`src/tbpq_ram.sv`:
```
// ----------------------------------------------------------------------------
// tbpq_ram: simple dual-port RAM
// One write port, one read port with registered read data.
// ----------------------------------------------------------------------------
`default_nettype none

module tbpq_ram #(
	parameter int DEPTH = 256,
	parameter int WIDTH = 8
) (
	input  wire logic                     clk,
	input  wire logic                     we,
	input  wire logic [$clog2(DEPTH)-1:0] waddr,
	input  wire logic [WIDTH-1:0]         wdata,
	input  wire logic [$clog2(DEPTH)-1:0] raddr,
	output logic      [WIDTH-1:0]         rdata
);

	logic [WIDTH-1:0] mem [DEPTH];

	always_ff @(posedge clk) begin
		if (we) begin
			mem[waddr] <= wdata;
		end
		rdata <= mem[raddr];
	end

endmodule

`default_nettype wire

```
`config.mk`:
```
export PLATFORM = sky130hd
export DESIGN_NAME = tbpq_ram
export DESIGN_NICKNAME = d
export VERILOG_FILES = /design/src/tbpq_ram.sv
export SDC_FILE = /design/constraint.sdc
export NUM_CORES = 2
export LEC_CHECK = 0
export ABC_CLOCK_PERIOD_IN_PS = 2600
export BUFFER_PORTS_ARGS = -buffer_cell sky130_fd_sc_hd__clkbuf_2
export CORE_ASPECT_RATIO = 1.75
export CORE_MARGIN = 2
export CORE_UTILIZATION = 30
export CTS_CLUSTER_SIZE = 25
export DETAILED_ROUTE_END_ITERATION = 6
export PLACE_DENSITY = 0.52
export SLEW_MARGIN = 20
export SYNTH_ARGS = -nofsm -noshare
export SYNTH_HDL_FRONTEND = slang
export SYNTH_SLANG_ARGS = --single-unit
```
`constraint.sdc`:
```
create_clock -name clk -period 2.6 [get_ports clk]
set_input_delay 0.13 -clock clk [delete_from_list [all_inputs] [get_ports clk]]
set_output_delay 0.13 -clock clk [all_outputs]
set_load 0.05 [all_outputs]
```
==> impl_metrics.toml <==
[place]
hpwl_microns = 161000
place_inst = 7760
place_congestion = 0.853
port_buffers = 33

[setup_path]
critPathArrivalTime_ns = 3.22
cp_data_required_time_ns = 3.29
crit_chain = "mux4_2 -> mux4_2 -> nor2b_1 -> nor4_1 -> nor4_2"
critPathBufInv = 0
critPathKind = "flip-flop to flip-flop"
max_stage_delay_ns = 0.74
crit_slowest_cell = "nor4_1"
cp_max_fo = 1
cp-end-kind = "flip-flop"
startpoint_type = "flip-flop"
path_common_cell = "mux4_2"
path_delay_family = "simple AND/OR/NAND/NOR gates"

[detailed_routing]
antenna_left = 0
wirelength_microns = 233000
viasPerCell = 4.97
drt-initial-drc-count = 3496
dr.pass1.iters = 5
vias = 40114
wl_per_cell_microns = 28.9
drc = 0

[synthesis]
synth_edf_count = 2048
synth_cell_types = 55
async_flop_share_pct = 0
syn_area_sq_mm = 0.0796
ys_warn_count = 0
ys_top_cells_by_area = "edfxtp_1 77%, mux4_2 13%, mux2i_1 1.7%"
yosysSeqAreaShare_pct = 77.5
ys.flop_type = "edfxtp_1"
synth_top_area_share_pct = 77.3
synth_most_common_cell = "edfxtp_1"
netlist_top_cells_count = "2048 x edfxtp_1, 454 x mux4_2, 282 x nor2_1"
synth_nets = 3759
synth-seq-cells = 2056
yosysTopAreaCell = "edfxtp_1"
avgSynthCellArea_sq_um = 21.3
synthCells = 3733

[finish]
syn_to_final_growth_pct = 19.1
drive_above_1_share_pct = 32.0
seq_area_sq_mm = 0.0617
nNetsFinal = 4448
layoutNonFillerInstCount = 8076
n_fill_cell = 24361
multi_input_area_sq_mm = 0.0165

[timing]
final_hold_viol_count = 0
setup_violations = 0
final.setup_skew_ns = 0.0500
fin_crit_sh_pct = 97.5
min_period_ns = 2.54
holdWs_ns = 0.0947
grt_setup_unrepaired = "no"
slew_viol_final = 0
tightest_slew_ns = 1.29
slew_headroom_pct = 13.1
max_freq_ghz = 0.394

[floorplanning]
row_count = 250
die-area_sq_mm = 0.269
start_util_pct = 30.1
die_h_microns = 685
die_w_microns = 393
core_area_sq_mm = 0.264
pin_count = 34

[grt]
grt_pass1_wl_microns = 328000
track_usage_pct = 17.2
antenna_found_initial = 11
grt_max_degree = 95
grt_overflow = 0
grt_pass1_vias = 42488

[clock_tree]
cts_sinks = 2056
post_cts.repair.setup_buffers = 0
numCtsBuffers = 177
cts_tree = "done"
clk_pin_slew_ns = 0.07
clockBufferDepth = 4
clock_latency_ns = 0.83
cts_root_buf = "clkbuf_16"
htree_num_levels = 4

[outcome]
status = "completed"

[pwr]
leakage_uw = 0.0301
power_density_mw_per_mm2 = 707
ir_drop_mv = 0.499

[min_path]
hp-class = "input port to flip-flop"

[job]
max_cap_violations = 0
where the power goes:
| part | switching (uW) | internal (uW) |
|---|---|---|
| clock network | 11900 | 14400 |
| logic | 2580 | 1600 |
| registers | 77.2 | 36500 |
state kept, by name, summed over array words and instances, names as in the netlist:
name / count
mem: 2048
rdata: 8
final cells by class:
class	count	area share [%]
Sequential cell	2056	65.1
Multi-Input combinational cell	1442	17.5
Timing Repair Buffer	743	6.98
Clock buffer	209	4.89
Tap cell	3528	4.66
Clock inverter	93	0.934
Inverter	2	0.00792
Antenna cell	3	0.00792
metal layers:
layer	vias up	GRT usage (%)	part of all wire, %
li1	17024	-	-
met1	21648	18.4	35
met2	1038	32.9	56
met3	392	2.08	4.0
met4	12	8.44	5.6
met5	-	0	0.026
path summary, 6_finish.rpt:
kind,start,endpoint,slack [ns],cells past startpoint
worst max-delay path,mem[68][0],rdata[0],0.06,5
worst max register to register,mem[68][0],rdata[0],0.06,5
worst min register to register,mem[33][5],rdata[5],1.08,7
worst min-delay path,waddr[1],mem[171][6],0.09,4
cell families (layout without fill, tap and decap cells):
kind of cell | count (synthesis) | count (layout) | synth area share [%]
AOI/OAI and AO/OA | 385 | 385 | 3.42
DFF | 2056 | 2056 | 77.5
and+or+nand+nor | 466 | 466 | 2.63
muxes | 591 | 591 | 14.6
other | 0 | 3 | 0
buffers and inverters | 235 | 1047 | 1.83
through the flow:
stage | setup WS (ns) | cell area [sq um] | setup TNS, ns | total power, uW | util [%]
floorplan | 0.532 | 79600 | 0 | 39100 | -
global placement | -0.787 | 89100 | -4.41 | 41500 | 33.7
detailed placement | -0.776 | 89100 | -4.31 | 41500 | 33.7
CTS | 0.0207 | 94700 | 0 | 67600 | 35.8
global route | 0.0475 | 94800 | 0 | 68800 | 35.9
finish | 0.0646 | 94800 | 0 | 67000 | 35.9
tightest hold or removal path: stages:
cell      delay, ns
clkbuf_2       0.16
nand3_1        0.20
nor2_1         0.06
buf_4          0.19
placed cells by master, fill, tap and decap left out, drive strengths merged, types with 11 or more instances in the layout:
cell         Yosys  layout
edfxtp        2048    2048
buf            122     711
mux4           456     456
nor2           282     282
clkbuf         111     230
mux2i          134     134
a22oi          133     133
a21oi           96      96
clkinv           1      70
o221ai          47      47
nand3           34      34
nand2           33      33
nor2b           31      31
o22ai           28      28
nor4            27      27
nor3            22      22
bufinv           0      17
a211oi          16      16
a221oi          14      14
o21ai           12      12
dlygate4sd3      0      11
timing repair:
item | CTS | global route
hold buffers | 11 | 0
gates resized for setup | 8 | 2
setup endpoints to repair | 5 | 2
pin swaps | 2 | 0
hold endpoints to repair | 574 | 0
Note: power is estimated with default switching activity, not from simulation.
